File: src/rtl/spsm_pkg.sv
// ----------------------------------------------------------------------------
// spsm_pkg: shared types and constants for the servo slot multiplexer
// Field widths, request and result payloads, register map codes and reset
// values used by the channel interfaces and the top level.
// ----------------------------------------------------------------------------
package spsm_pkg;

    // Slot and group layout of the servo outputs
    localparam int SLOT_COUNT  = 8;
    localparam int GROUP_COUNT = 2;

    // Request and result field widths
    localparam int OP_W    = 1;
    localparam int CH_W    = 4;
    localparam int US_W    = 12;
    localparam int PINS_W  = 16;
    localparam int SLOT_W  = 3;

    // Timing widths
    localparam int CNT_W   = 16;
    localparam int TICK_W  = 13;

    // APB port widths
    localparam int ADDR_W  = 4;
    localparam int DATA_W  = 32;

    // Request operation codes
    localparam logic [OP_W-1:0] OP_TICK  = 1'b0;
    localparam logic [OP_W-1:0] OP_WRITE = 1'b1;

    // Register indexes (byte address = 4 * index)
    localparam logic [1:0] REG_SLOT_TICKS = 2'd0;
    localparam logic [1:0] REG_MIN_US     = 2'd1;
    localparam logic [1:0] REG_MAX_US     = 2'd2;

    // Reset values
    localparam logic [CNT_W-1:0]  RST_SLOT_TICKS = 16'd5000;
    localparam logic [US_W-1:0]   RST_MIN_US     = 12'd900;
    localparam logic [US_W-1:0]   RST_MAX_US     = 12'd2100;
    localparam logic [TICK_W-1:0] RST_WIDTH      = 13'd3000;

    typedef struct packed {
        logic [OP_W-1:0] op;
        logic [CH_W-1:0] channel;
        logic [US_W-1:0] width_us;
    } t_req;

    typedef struct packed {
        logic [PINS_W-1:0] servo_pins;
        logic [SLOT_W-1:0] active_slot;
    } t_rsp;

endpackage

File: src/rtl/spsm_if.sv
// ----------------------------------------------------------------------------
// spsm_req_if / spsm_rsp_if: valid/ready channels of the slot multiplexer
// A request moves at a rising edge where valid and ready are both high.
// ----------------------------------------------------------------------------
interface spsm_req_if;
    logic                      valid;
    logic                      ready;
    logic [spsm_pkg::OP_W-1:0] op;
    logic [spsm_pkg::CH_W-1:0] channel;
    logic [spsm_pkg::US_W-1:0] width_us;

    modport source (output valid, op, channel, width_us, input ready);
    modport sink   (input valid, op, channel, width_us, output ready);
endinterface

interface spsm_rsp_if;
    logic                        valid;
    logic                        ready;
    logic [spsm_pkg::PINS_W-1:0] servo_pins;
    logic [spsm_pkg::SLOT_W-1:0] active_slot;

    modport source (output valid, servo_pins, active_slot, input ready);
    modport sink   (input valid, servo_pins, active_slot, output ready);
endinterface

File: src/rtl/servo_pwm_slot_multiplexer.sv
// ----------------------------------------------------------------------------
// servo_pwm_slot_multiplexer: slot-multiplexed servo pulse generator
// Groups of servo outputs share one half-microsecond tick counter; each slot
// raises one pin per group and drops it when the count meets its width.
//
//   Channel   Direction  Handshake       Payload
//   i_req     in         valid / ready   op, channel, width_us
//   o_rsp     out        valid / ready   servo_pins, active_slot
//   APB       in         psel / penable  slot_ticks, min_pulse_us, max_pulse_us
//
// One request per clock is taken while the result side keeps up; its result
// passes through the input register, then the result register holding the
// new state. The counter, compare and clamp logic between them is combinational.
// Synchronous active-low reset; the widths reset to 3000 ticks, slot to last.
// A stalled result holds in the result register; the input register fills
// behind it and input ready drops only when both registers are occupied.
// ----------------------------------------------------------------------------
module servo_pwm_slot_multiplexer (
    input  logic                          i_clk,
    input  logic                          i_rst_n,
    spsm_req_if.sink                      i_req,
    spsm_rsp_if.source                    o_rsp,
    input  logic                          psel,
    input  logic                          penable,
    input  logic                          pwrite,
    input  logic [spsm_pkg::ADDR_W-1:0]   paddr,
    input  logic [spsm_pkg::DATA_W-1:0]   pwdata,
    output logic [spsm_pkg::DATA_W-1:0]   prdata,
    output logic                          pready
);

    localparam int SLOT_COUNT  = spsm_pkg::SLOT_COUNT;
    localparam int GROUP_COUNT = spsm_pkg::GROUP_COUNT;
    localparam int SW     = (SLOT_COUNT > 1) ? $clog2(SLOT_COUNT) : 1;
    localparam int PW     = GROUP_COUNT * SLOT_COUNT;
    localparam int CNT_W  = spsm_pkg::CNT_W;
    localparam int TICK_W = spsm_pkg::TICK_W;
    localparam int US_W   = spsm_pkg::US_W;
    localparam int CH_W   = spsm_pkg::CH_W;
    localparam logic [SW-1:0] LAST_SLOT = SW'(SLOT_COUNT - 1);

    typedef logic [TICK_W-1:0] t_width_row [SLOT_COUNT];

    // Configuration registers
    logic [CNT_W-1:0] r_slot_ticks;
    logic [US_W-1:0]  r_min_us;
    logic [US_W-1:0]  r_max_us;

    // Input register
    logic                   r_in_vld;
    spsm_pkg::t_req         r_in;

    // Block state
    logic [CNT_W-1:0]                          r_count,  n_count;
    logic [SW-1:0]                             r_slot,   n_slot;
    logic [GROUP_COUNT-1:0][SLOT_COUNT-1:0]    r_pins,   n_pins;
    logic [TICK_W-1:0]                         r_latch [GROUP_COUNT];
    logic [TICK_W-1:0]                         n_latch [GROUP_COUNT];
    t_width_row                                r_widths [GROUP_COUNT];
    t_width_row                                n_widths [GROUP_COUNT];

    // Result register
    logic                   r_out_vld;
    spsm_pkg::t_rsp         r_out;

    logic                   proc;
    logic                   cfg_wr;
    logic [1:0]             cfg_idx;
    logic [CNT_W:0]         cnt_inc;
    logic                   wrap;
    logic [SW-1:0]          slot_inc;
    logic [CH_W-1:0]        wr_grp;
    logic [SW-1:0]          wr_slot;
    logic [US_W-1:0]        clamped;
    logic [PW+15:0]         pins_ext;
    logic [SW+2:0]          slot_ext;

    // Handshakes
    assign proc        = r_in_vld && (!r_out_vld || o_rsp.ready);
    assign i_req.ready = !r_in_vld || proc;
    assign o_rsp.valid = r_out_vld;
    assign o_rsp.servo_pins  = r_out.servo_pins;
    assign o_rsp.active_slot = r_out.active_slot;

    // APB register access
    assign pready  = 1'b1;
    assign cfg_idx = paddr[3:2];
    assign cfg_wr  = psel && penable && pwrite;

    always_comb begin
        unique case (cfg_idx)
            spsm_pkg::REG_SLOT_TICKS: prdata = {16'b0, r_slot_ticks};
            spsm_pkg::REG_MIN_US:     prdata = {20'b0, r_min_us};
            spsm_pkg::REG_MAX_US:     prdata = {20'b0, r_max_us};
            default:                  prdata = '0;
        endcase
    end

    always_ff @(posedge i_clk) begin
        if (!i_rst_n) begin
            r_slot_ticks <= spsm_pkg::RST_SLOT_TICKS;
            r_min_us     <= spsm_pkg::RST_MIN_US;
            r_max_us     <= spsm_pkg::RST_MAX_US;
        end else if (cfg_wr) begin
            case (cfg_idx)
                spsm_pkg::REG_SLOT_TICKS: r_slot_ticks <= pwdata[CNT_W-1:0];
                spsm_pkg::REG_MIN_US:     r_min_us     <= pwdata[US_W-1:0];
                spsm_pkg::REG_MAX_US:     r_max_us     <= pwdata[US_W-1:0];
                default: ;
            endcase
        end
    end

    // Capture the request
    always_ff @(posedge i_clk) begin
        if (!i_rst_n) begin
            r_in_vld <= 1'b0;
        end else if (i_req.ready) begin
            r_in_vld <= i_req.valid;
        end
    end

    always_ff @(posedge i_clk) begin
        if (i_req.valid && i_req.ready) begin
            r_in.op       <= i_req.op;
            r_in.channel  <= i_req.channel;
            r_in.width_us <= i_req.width_us;
        end
    end

    // Counter, slot advance and write decode
    assign cnt_inc  = {1'b0, r_count} + {{CNT_W{1'b0}}, 1'b1};
    assign wrap     = cnt_inc >= {1'b0, r_slot_ticks};
    assign slot_inc = (r_slot == LAST_SLOT) ? '0 : r_slot + 1'b1;
    assign wr_grp   = CH_W'(r_in.channel / SLOT_COUNT);
    assign wr_slot  = SW'(r_in.channel % SLOT_COUNT);

    // Clamp to the limits, low limit first
    always_comb begin
        if (r_in.width_us < r_min_us) begin
            clamped = r_min_us;
        end else if (r_in.width_us > r_max_us) begin
            clamped = r_max_us;
        end else begin
            clamped = r_in.width_us;
        end
    end

    // Next state for one request
    always_comb begin
        n_count  = r_count;
        n_slot   = r_slot;
        n_pins   = r_pins;
        n_latch  = r_latch;
        n_widths = r_widths;
        if (proc) begin
            if (r_in.op == spsm_pkg::OP_TICK) begin
                // wrap: raise and latch the new slot before the compare
                if (wrap) begin
                    n_count = '0;
                    n_slot  = slot_inc;
                    for (int g = 0; g < GROUP_COUNT; g++) begin
                        n_pins[g][slot_inc] = 1'b1;
                        n_latch[g]          = r_widths[g][slot_inc];
                    end
                end else begin
                    n_count = cnt_inc[CNT_W-1:0];
                end
                // drop each group's pin when the count meets its width
                for (int g = 0; g < GROUP_COUNT; g++) begin
                    if (n_count == {{(CNT_W-TICK_W){1'b0}}, n_latch[g]}) begin
                        n_pins[g][n_slot] = 1'b0;
                    end
                end
            end else begin
                // store doubled width; channels beyond the groups drop out
                for (int g = 0; g < GROUP_COUNT; g++) begin
                    if (wr_grp == CH_W'(g)) begin
                        n_widths[g][wr_slot] = {clamped, 1'b0};
                    end
                end
            end
        end
    end

    always_ff @(posedge i_clk) begin
        if (!i_rst_n) begin
            r_count <= '0;
            r_slot  <= LAST_SLOT;
            r_pins  <= '0;
            for (int g = 0; g < GROUP_COUNT; g++) begin
                r_latch[g] <= spsm_pkg::RST_WIDTH;
                for (int s = 0; s < SLOT_COUNT; s++) begin
                    r_widths[g][s] <= spsm_pkg::RST_WIDTH;
                end
            end
        end else begin
            r_count  <= n_count;
            r_slot   <= n_slot;
            r_pins   <= n_pins;
            r_latch  <= n_latch;
            r_widths <= n_widths;
        end
    end

    // Fit pins and slot to the result field widths
    assign pins_ext = {16'b0, n_pins};
    assign slot_ext = {3'b0, n_slot};

    // Result register: load on process, drop once taken
    always_ff @(posedge i_clk) begin
        if (!i_rst_n) begin
            r_out_vld <= 1'b0;
        end else if (proc) begin
            r_out_vld <= 1'b1;
        end else if (o_rsp.ready) begin
            r_out_vld <= 1'b0;
        end
    end

    always_ff @(posedge i_clk) begin
        if (proc) begin
            r_out.servo_pins  <= pins_ext[15:0];
            r_out.active_slot <= slot_ext[2:0];
        end
    end

endmodule

File: src/flat_wrapper.sv
// flat-port wrapper written by rule: the top's interface ports become plain ports
module servo_pwm_slot_multiplexer_flat 
  (i_clk, i_rst_n, psel, penable, pwrite, paddr, pwdata, prdata, pready, i_req_valid, i_req_op, i_req_channel, i_req_width_us, i_req_ready, o_rsp_valid, o_rsp_servo_pins, o_rsp_active_slot, o_rsp_ready);
  spsm_req_if i_req_i ();
  spsm_rsp_if o_rsp_i ();
  input  logic i_clk;
  input  logic i_rst_n;
  input  logic psel;
  input  logic penable;
  input  logic pwrite;
  input  logic [spsm_pkg::ADDR_W-1:0] paddr;
  input  logic [spsm_pkg::DATA_W-1:0] pwdata;
  output logic [spsm_pkg::DATA_W-1:0] prdata;
  output logic pready;
  input wire logic [$bits(i_req_i.valid)-1:0] i_req_valid;
  input wire logic [$bits(i_req_i.op)-1:0] i_req_op;
  input wire logic [$bits(i_req_i.channel)-1:0] i_req_channel;
  input wire logic [$bits(i_req_i.width_us)-1:0] i_req_width_us;
  output wire logic [$bits(i_req_i.ready)-1:0] i_req_ready;
  output wire logic [$bits(o_rsp_i.valid)-1:0] o_rsp_valid;
  output wire logic [$bits(o_rsp_i.servo_pins)-1:0] o_rsp_servo_pins;
  output wire logic [$bits(o_rsp_i.active_slot)-1:0] o_rsp_active_slot;
  input wire logic [$bits(o_rsp_i.ready)-1:0] o_rsp_ready;
  assign i_req_i.valid = i_req_valid;
  assign i_req_i.op = i_req_op;
  assign i_req_i.channel = i_req_channel;
  assign i_req_i.width_us = i_req_width_us;
  assign i_req_ready = i_req_i.ready;
  assign o_rsp_valid = o_rsp_i.valid;
  assign o_rsp_servo_pins = o_rsp_i.servo_pins;
  assign o_rsp_active_slot = o_rsp_i.active_slot;
  assign o_rsp_i.ready = o_rsp_ready;
  servo_pwm_slot_multiplexer u_core (.i_clk(i_clk), .i_rst_n(i_rst_n), .i_req(i_req_i), .o_rsp(o_rsp_i), .psel(psel), .penable(penable), .pwrite(pwrite), .paddr(paddr), .pwdata(pwdata), .prdata(prdata), .pready(pready));
endmodule
File: config.mk
export PLATFORM = sky130hd
export DESIGN_NAME = servo_pwm_slot_multiplexer_flat
export DESIGN_NICKNAME = d
export VERILOG_FILES = /design/src/rtl/spsm_pkg.sv /design/src/rtl/spsm_if.sv /design/src/rtl/servo_pwm_slot_multiplexer.sv /design/src/flat_wrapper.sv
export SDC_FILE = /design/constraint.sdc
export NUM_CORES = 1
export LEC_CHECK = 0
export BUFFER_PORTS_ARGS = -buffer_cell sky130_fd_sc_hd__buf_4
export CAP_MARGIN = 0
export CORE_MARGIN = 10
export CORE_UTILIZATION = 50
export DETAILED_ROUTE_END_ITERATION = 8
export PLACE_DENSITY = 0.71
export SLEW_MARGIN = 20
export SYNTH_ARGS = -nofsm -noshare
export SYNTH_HDL_FRONTEND = slang
export SYNTH_SLANG_ARGS = --single-unit
File: constraint.sdc
create_clock -name i_clk -period 9.9 [get_ports i_clk]
set_input_delay 1.98 -clock i_clk [delete_from_list [all_inputs] [get_ports i_clk]]
set_output_delay 1.98 -clock i_clk [all_outputs]
set_load 0.05 [all_outputs]
== After elaboration in Yosys (flattened, before gate mapping) ==
Index checks and enable logic that the tools add are counted.

* Register bits: 347
* Input bits: 60

* Add/subtract/negate cells: 2
* Magnitude comparators: 10
* Equal/unequal tests: 5
* Muxes and demuxes: 38
* Bitwise operators: 8
* Reduce and logical (&&, ||, !) cells: 20

{| class="wikitable"
|+ Operators with widths
! cell !! count
|-
| $bwmux 104 || 2
|-
| $mux 16 || 8
|-
| $bmux 13 s3 || 2
|-
| $mux 26 || 3
|-
| $mux 13 || 5
|-
| $pmux 16 s3 || 1
|-
| $demux 13 s3 || 1
|-
| $eq 16x13->1 || 2
|-
| $mux 12 || 2
|-
| $mux 3 || 6
|-
| $add 16x1->17 const B || 1
|-
| $ge 17x16->1 || 1
|-
| $and 8x8->8 || 2
|-
| $mux 8 || 2
|-
| $or 8x8->8 || 2
|-
| $gt 12x12->1 || 1
|-
| $lt 12x12->1 || 1
|-
| $ge 4x4->1 const B || 2
|-
| $lt 3x4->1 const B || 2
|-
| $not 3->4 || 2
|-
| $not 8->8 || 1
|-
| $reduce_and 2->1 || 4
|-
| $logic_and 1x1->1 || 7
|-
| $demux 1 s3 || 2
|-
| 14 further kinds || 21
|}

== Logic depth before layout (Yosys ltp) ==
Gate-level depths: netlist of the first run.

* Depth in word-level cells: 14
* Depth in mapped cells: 18

== Least setup slack after synthesis of the first run ==
OpenSTA, ideal clock, no wires.

* Path type: input -> output
* Start point: in paddr[2] (netlist bit)
* End point: out prdata[10] (netlist bit)
* Arrival: 3981 ps
* Slack: 3939 ps
* Cell stages on the path: 4
* Buffers on the path: 2
* Cells stage by stage: buf_1 -> buf_1 -> mux2i_1 -> o21ai_0

* Word-level cells in the longest chain between the ends: 2
* Elaborated cells between the ends (all ways): 4
* Those cells by class: eq/ne (2); mux (1); reduce/logical (1)

{| class="wikitable"
|+ RTL lines
! item !! line !! RTL
|-
| from (decl) || flat_wrapper.sv:11 || <nowiki>input logic [spsm_pkg::ADDR_W-1:0] paddr;</nowiki>
|-
| $eq 2x2->1 (tied with other cells) || servo_pwm_slot_multiplexer.sv:91 || <nowiki>unique case (cfg_idx)</nowiki>
|-
| $pmux 16 s3 * || servo_pwm_slot_multiplexer.sv:91 ||
|-
| to (decl) || flat_wrapper.sv:13 || <nowiki>output logic [spsm_pkg::DATA_W-1:0] prdata;</nowiki>
|}

Mark *: on every way between the ends. The rest lies on a longest branch, timed or not.

== Worst setup path after layout of the first run ==
* Start point: in paddr[3] (netlist bit)
* End point: out prdata[6] (netlist bit)

The elaborated chain is that of the path after synthesis.

==> impl_results.md, run 1 <==
* Initial antenna violation count at 0
* Sink of the worst hold path: u_core.r_slot_ticks[15]$_SDFFE_PN0P_
* Number of buffers inserted during clock tree synthesis at 36
* Global placement routability congestion at 0.8848
* Maximum number of pins on one net before global-route repair at 79
* Initial Utilization at 0.5114
* Share of post-route cells with drive strength above 1 at 0.1243
* Insertion delay to the later sink of the worst-skew pair at 0.52 ns
* Area growth from synthesis to final layout at 11.21%
* Clk root buf: clkbuf_16
* Number of instances in the synthesized netlist at 1780
* Worst-path clk slew at 0.06 ns
* Number of max-slew violations in the final report at 0
* Worst rel slew slack at 0.2038
* Total core area at 30830 um^2
* Capturing element type of the critical path: primary output
* Critical path's most frequent cell: buf_4
* PortBufs at 78
* Crit-path leading delay family: simple AND/OR/NAND/NOR gates
* Series of cell instances along the critical path: buf_4, nor2b_1, nand2_1, o21ai_0, buf_4
* Run status: complete, no violations
* Post_cts resized at 0
* Dpl cell area at 16440 um^2
* Tightest Pin Transition at 1.190 ns
* Post-synth EDFFs at 36
* Number of top-level pins at 114
* Count of buffering cells on the critical path with inverters included at 2
* Final clock skew at 0.01833 ns
* Drt pass-1 iters at 5
* CTS Hold Buffers Added at 0
* Final hold violation count at 0
* GR Overflow Total at 0
* Clock buffer depth at 3
* Leading post-synthesis cells by cell area: dfxtp_1, edfxtp_1, a21oi_1
* Die width at 197.6 um
* Critical path class: input port to primary output
* Most frequent standard cell in the layout excluding fill and tap cells: dfxtp_1
* Hold path startpoint: u_core.r_slot_ticks[15]$_SDFFE_PN0P_
* Number of design-rule violations left by the first detailed-router iteration at 1490
* Total number of nets in the final design at 1879
* Global-route wire length before repair at 71090 um
* Category of the worst setup path launch point: input port
* Combined global-route utilization of all metal layers at 0.2262
* Via count of the first global-routing pass at 12730
* Endpoint of the worst register-to-register path: u_core.o_rsp.servo_pins[11]$_DFFE_PP_
* Data arrival time of the critical path at 3.46 ns
* Via total after detailed routing at 13780
* Worst VDD drop at 0.1395 mV
* Fraction of the yosys area taken by sequential cells at 0.4431
* Fraction of the cycle the final worst path needs at 0.5491
* Hold Slack at 0.4626 ns
* Clk sink count at 331
* Unrepaired setup endpoints after global routing: false
* Hold depth at 2
* Count of endpoints failing setup in the final report at 0
* ANT nets after route at 0
* Final total negative setup slack at 0 ns
* Library cell with the largest summed area after synthesis: dfxtp_1
* Tightest Hold Check Type: register to register
* Die area at 39040 um^2
* Number of antenna repair diodes at 0
* Required @ worst endpoint at 7.92 ns
* Mean number of vias per cell at 6.267
* Synth unique cells at 77
* Average size of a mapped cell at 8.858 um^2
* Residual DRC at 0
* Cell count of the worst reg-to-reg path at 11
* Wire per inst at 20.72 um
* Filler cell count in the final layout at 2785
* Share of synthesized flip-flops with an asynchronous set or reset at 0
* H-tree levels at 2
* Count of maximum capacitance violations at 0
* Number of setup buffers added after CTS at 0
* Yosys top cell area share at 0.3745
* Time the final worst path needs with I/O delays and setup at 5.436 ns
* Lkg Pwr at 0.006700 uW
* Fin area at 17540 um^2
* Cell with the biggest individual delay on the critical path: nor2b_1
* Netlist Area Pre-Place at 15770 um^2
* Most used flip-flop cell after synthesis: dfxtp_1
* Pwr/cell area at 162.8 nW/um^2
* Synthesis Warnings at 0
* Final wirelength at 45530 um
* Vertical die dimension at 197.6 um
* HPWL reported at the end of detailed placement at 30770 um
* Startpoint of the most critical register-to-register path: u_core.r_slot[1]$_SDFF_PN1_
* Count of state elements after synthesis at 331
* TritonCTS clock tree: built
* Maximum single-stage delay on the critical path at 0.76 ns
* Slack of the worst reg-to-reg path at 4.80 ns
* Highest-count cells in the layout ignoring fill and taps: dfxtp_1, nand2_1, a21oi_1
* Worst-path maximum fanout at 22
* Timing-limited maximum frequency at 184.0 MHz
* Number of rows in the core area at 64
## power by group
part / internal [uW] / switching [uW] / leakage, uW
logic: 53.9 / 161 / 0.00343
clock network: 717 / 540 / 0.000547
registers: 1370 / 12.6 / 0.00272
## worst max-delay path by stage
stage	startpoint	end	slack (ns)	cells past startpoint
5_1_grt	paddr[3]	prdata[6]	4.33	5
4_1_cts	paddr[3]	prdata[6]	4.50	5
6_report	paddr[3]	prdata[6]	4.46	5
2_1_floorplan	paddr[2]	prdata[10]	3.94	4
3_5_place_dp	paddr[3]	prdata[6]	4.50	5
3_3_place_gp	paddr[3]	prdata[6]	4.54	5
## state kept, by name, summed over array words and instances (netlist names), 12 cells and up
signal / count
u_core.r_count: 16
u_core.r_slot_ticks: 16
u_core.r_max_us: 12
u_core.r_min_us: 12
u_core.r_in: 17
u_core.r_pins: 16
u_core.o_rsp.servo_pins: 16
u_core.r_widths: 192
u_core.r_latch: 26
## logic make-up after synthesis
| kind of cell | share of synthesized area |
|---|---|
| xor gates and xnor gates | 0.01698 |
| DFF | 0.4431 |
| buffers and inverters | 0.06102 |
| adders and majority gates | 0.03333 |
| AOI/OAI and AO/OA | 0.2531 |
| other | 0.0004763 |
| and+or+nand+nor | 0.1493 |
| muxes | 0.04277 |
## Yosys cell counts (6+ instances only)
| library cell | number |
|---|---|
| a21oi_1 | 178 |
| a211oi_1 | 30 |
| clkbuf_1 | 88 |
| nor2b_1 | 17 |
| mux2_2 | 13 |
| o311a_1 | 8 |
| buf_1 | 12 |
| nand3_1 | 120 |
| o31a_1 | 8 |
| a31o_2 | 8 |
| a221oi_1 | 11 |
| nor2_1 | 49 |
| o21ai_1 | 7 |
| or3_1 | 8 |
| a22oi_1 | 7 |
| xor2_1 | 9 |
| and2_1 | 10 |
| a21o_1 | 9 |
| o21a_1 | 7 |
| nor3_1 | 17 |
| inv_1 | 57 |
| o31ai_1 | 84 |
| a22o_1 | 7 |
| nand2b_1 | 13 |
| nor4_1 | 6 |
| nand2_1 | 187 |
| ha_1 | 42 |
| edfxtp_1 | 36 |
| a31oi_1 | 16 |
| a32o_1 | 7 |
| and3_1 | 9 |
| or4_1 | 6 |
| dfxtp_1 | 295 |
| xnor2_1 | 19 |
| buf_2 | 39 |
| nand4_1 | 16 |
| nand3b_1 | 6 |
| o211ai_1 | 48 |
| o22ai_1 | 11 |
| buf_4 | 21 |
| mux4_2 | 6 |
| o21ai_0 | 123 |
| mux2i_1 | 37 |
| a21boi_0 | 6 |
| a221oi_2 | 7 |
## worst reg2reg max path: stages (launching register included)
cell,delay [ns]
dfxtp_1,0.36
ha_1,0.20
ha_1,0.48
buf_4,0.53
inv_2,0.35
nand2_1,0.62
o22ai_1,0.26
a2111oi_0,0.78
and4_1,0.28
nand4_1,0.13
o32a_2,0.51
o31a_1,0.34
## cell type report
class	instances	area [um^2]	share of cell area
flip-flops and latches	331	6988	0.3985
repair buffers	106	795.8	0.04538
multi-input cells	1244	7948	0.4532
clock inverters	14	77.57	0.004424
well taps	396	495.5	0.02826
inverters	58	220.2	0.01256
clock buffers	49	1011	0.05765
## routing by layer
layer / wire [um] / vias up / global-route usage / part of all wire
li1: - / 6532 / - / -
met1: 20180 / 6642 / 0.3105 / 0.44
met2: 20430 / 511 / 0.3520 / 0.45
met3: 3584 / 90 / 0.03782 / 0.079
met4: 1336 / 0 / 0.07916 / 0.029
met5: 0 / - / 0 / 0
## through the flow
stage / utilization / instances / power [uW] / setup WS (ns)
after floorplan: - / 1795 / 1551 / 3.939
after global placement: 0.5330 / 2133 / 1618 / 4.544
after detailed placement: 0.5332 / 2134 / 1623 / 4.505
after CTS: 0.5685 / 2197 / 2865 / 4.497
after global routing: 0.5688 / 2198 / 2935 / 4.331
final: 0.5688 / 2198 / 2854 / 4.464
Note: power is estimated with default switching activity, not from simulation.
==> run 2: changes to the inputs <==
--- a/config.mk
+++ b/config.mk
@@ -10,7 +10,7 @@
 export CORE_MARGIN = 10
 export CORE_UTILIZATION = 50
 export DETAILED_ROUTE_END_ITERATION = 8
-export PLACE_DENSITY = 0.71
+export PLACE_DENSITY = 0.74
 export SLEW_MARGIN = 20
 export SYNTH_ARGS = -nofsm -noshare
 export SYNTH_HDL_FRONTEND = slang
==> constraint.sdc (replaced) <==
create_clock -name i_clk -period 5 [get_ports i_clk]
set_input_delay 1 -clock i_clk [delete_from_list [all_inputs] [get_ports i_clk]]
set_output_delay 1 -clock i_clk [all_outputs]
set_load 0.05 [all_outputs]
==> run 2 against run 1 <==
Compared with the run above: clock power is 110% higher; sequential power is 99% higher; worst hold slack worse by 0.0075 ns; sequential cell count stayed put; combinational power is 100% higher; core utilization is 0.55 points higher; critical path depth is 9 higher; sequential share of layout area is 0.38 points lower; highest routed layer unchanged.
==> impl_results.md, run 2 (same netlist as run 1, synthesis figures left out) <==
* Run status: complete, no violations
* Series of cell instances along the critical path: ha_1, nand4_1, or3_1, xnor2_1, ha_1, and3_1, nand4_1, o211ai_1, a211oi_2, nand2_1, buf_4, nor4_1, o22a_1, a21oi_1
* Met3 Usage GRT at 0.04514 (+0.007325)
* Highest-count cells in the layout ignoring fill and taps: dfxtp_1, nand2_1, a21oi_1
* Number of antenna repair diodes at 0 (unchanged)
* Maximum number of pins on one net before global-route repair at 104 (+32%)
* Post_cts resized at 0 (unchanged)
* Routing usage on met2 at 0.3691 (+0.01705)
* H-tree levels at 2 (unchanged)
* Sequential cell area in the final layout at 6988 um^2 (unchanged)
* Number of max-slew violations in the final report at 0 (unchanged)
* Mean number of vias per cell at 6.315 (+0.77%)
* Die width at 197.6 um (unchanged)
* Global placement routability congestion at 0.9041 (+2.2%)
* PortBufs at 78 (unchanged)
* Clock buffer depth at 3 (unchanged)
* Clk root buf: clkbuf_16
* Number of flip-flops in the largest register at 192 (unchanged)
* Time the final worst path needs with I/O delays and setup at 4.674 ns
* Hold path startpoint: u_core.r_slot_ticks[15]$_SDFFE_PN0P_
* Combined global-route utilization of all metal layers at 0.2309 (+0.004679)
* Initial antenna violation count at 0 (unchanged)
* Via total after detailed routing at 13970 (+1.4%)
* Residual DRC at 0 (unchanged)
* Placed cell count at 2144 (+0.47%)
* Final wirelength at 46480 um (+2.1%)
* Initial Utilization at 0.5114 (unchanged)
* Core utilization of the finished layout at 0.5743 (+0.005519)
* Wire per inst at 21.01 um (+1.4%)
* Timing-limited maximum frequency at 214.0 MHz
* Lkg Pwr at 0.006797 uW (+1.4%)
* Maximum single-stage delay on the critical path at 0.53 ns (-0.23 ns)
* Fraction of the cycle the final worst path needs at 0.9347
* Largest registers in the final layout: u_core.r_widths (192), u_core.r_latch (26), u_core.r_in (17)
* Via count of the first global-routing pass at 12970 (+1.9%)
* Vertical die dimension at 197.6 um (unchanged)
* Pwr/cell area at 329.8 nW/um^2 (+100%)
* GR Overflow Total at 0 (unchanged)
* Tightest Pin Transition at 1.134 ns (-0.05550 ns)
* Most frequent standard cell in the layout excluding fill and tap cells: dfxtp_1
* Category of the worst setup path launch point: register
* Number of top-level pins at 114 (unchanged)
* Global-route wire length before repair at 72750 um (+2.3%)
* Most crowded layer after global routing: met2
* Dpl cell area at 16490 um^2 (+0.32%)
* Worst-path clk slew at 0.06 ns (about the same)
* Filler cell count in the final layout at 2729 (-2.0%)
* Worst VDD drop at 0.2154 mV (+54%)
* Largest Register: u_core.r_widths
* Hold depth at 2 (unchanged)
* Critical path launch point: u_core.r_count[1]$_SDFFE_PN0P_
* Data arrival time of the critical path at 4.90 ns (+1.44 ns)
* Worst rel slew slack at 0.2437 (+0.03993)
* Number of setup buffers added after CTS at 0 (unchanged)
* Area growth from synthesis to final layout at 12.29%
* Insertion delay to the later sink of the worst-skew pair at 0.53 ns (about the same)
* HPWL reported at the end of detailed placement at 31720 um (+3.1%)
* Number of rows in the core area at 64 (unchanged)
* Die area at 39040 um^2 (unchanged)
* Cell count of the worst reg-to-reg path at 14 (+3)
* Final total negative setup slack at 0 ns (unchanged)
* Clk sink count at 331 (unchanged)
* Unrepaired setup endpoints after global routing: false
* ANT nets after route at 0 (unchanged)
* CTS Hold Buffers Added at 0 (unchanged)
* Drt pass-1 iters at 6 (+1)
* Final hold violation count at 0 (unchanged)
* Cell with the biggest individual delay on the critical path: o22a_1
* Total core area at 30830 um^2 (unchanged)
* Total number of nets in the final design at 1892 (+0.69%)
* TritonCTS clock tree: built
* Critical path class: register to register
* Post-route insts no fill at 2212 (+0.64%)
* Number of buffers inserted during clock tree synthesis at 37 (+2.8%)
* Count of endpoints failing setup in the final report at 0 (unchanged)
* Fin area at 17710 um^2 (+0.97%)
* Worst-path maximum fanout at 16 (-27%)
* Required @ worst endpoint at 5.23 ns (-2.69 ns)
* Number of design-rule violations left by the first detailed-router iteration at 1788 (+20%)
* Startpoint of the most critical register-to-register path: u_core.r_count[1]$_SDFFE_PN0P_
* Final clock skew at 0.02543 ns (+0.007103 ns)
* Area of combinational cells with multiple inputs at 7926 um^2 (-0.27%)
* Share of post-route cells with drive strength above 1 at 0.1305 (+0.006200)
* Count of maximum capacitance violations at 0 (unchanged)
* Global-route met1 utilization at 0.3108 (about the same)
* Capturing element type of the critical path: register
* Tightest Hold Check Type: register to register
## run 2: changes by cell type in the layout (fill, tap and decap cells not counted), moves of 2 or more
cell       delta
clkbuf_8      +3
clkbuf_1      +3
clkinv_1      -2
buf_4        +12
clkinv_2      -5
bufinv_16     +2
clkinv_8      +2
## run 2: path summary, 6_finish.rpt
path,endpoint,slack (ns)
worst max-delay path,u_core.o_rsp.servo_pins[4]$_DFFE_PP_,0.33
worst min-delay path,u_core.r_slot_ticks[15]$_SDFFE_PN0P_,0.46
worst max register to register,u_core.o_rsp.servo_pins[4]$_DFFE_PP_,0.33
worst min register to register,u_core.r_slot_ticks[15]$_SDFFE_PN0P_,0.46
## run 2: metal layers
metal,up-vias,part of all wire
li1,6553,-
met1,6671,0.43
met2,659,0.46
met3,86,0.089
met4,0,0.024
met5,-,0
## run 2: report_power, final
group | internal [uW] | switching (uW)
Combinational | 109 | 322
Sequential | 2710 | 24.0
Clock | 1580 | 1090
Total | 4400 | 1440
## run 2: cell type report
cell class / count / area share
clock inverters: 10 / 0.007137
repair buffers: 118 / 0.05003
well taps: 396 / 0.02798
multi-input cells: 1244 / 0.4477
inverters: 58 / 0.01244
flip-flops and latches: 331 / 0.3947
clock buffers: 55 / 0.06007
## run 2: per-stage QoR
step	hold slack, ns	setup WS [ns]	total power [uW]
CTS	0.4575	0.4363	5851
floorplan	0.4302	0.9993	3071
global placement	0.4416	0.5964	3204
finish	0.4551	0.3263	5840
global route	0.4819	0.1289	6011
detailed placement	0.4498	0.4632	3212
## run 2: worst max-delay path, delay by kind of cell, from the launching register on
kind / cells / cell delay, ns
adders and majority gates: 2 / 0.63
DFF: 1 / 0.41
buffers and inverters: 1 / 0.21
and+or+nand+nor: 6 / 1.52
xor gates and xnor gates: 1 / 0.32
AOI/OAI and AO/OA: 4 / 1.29
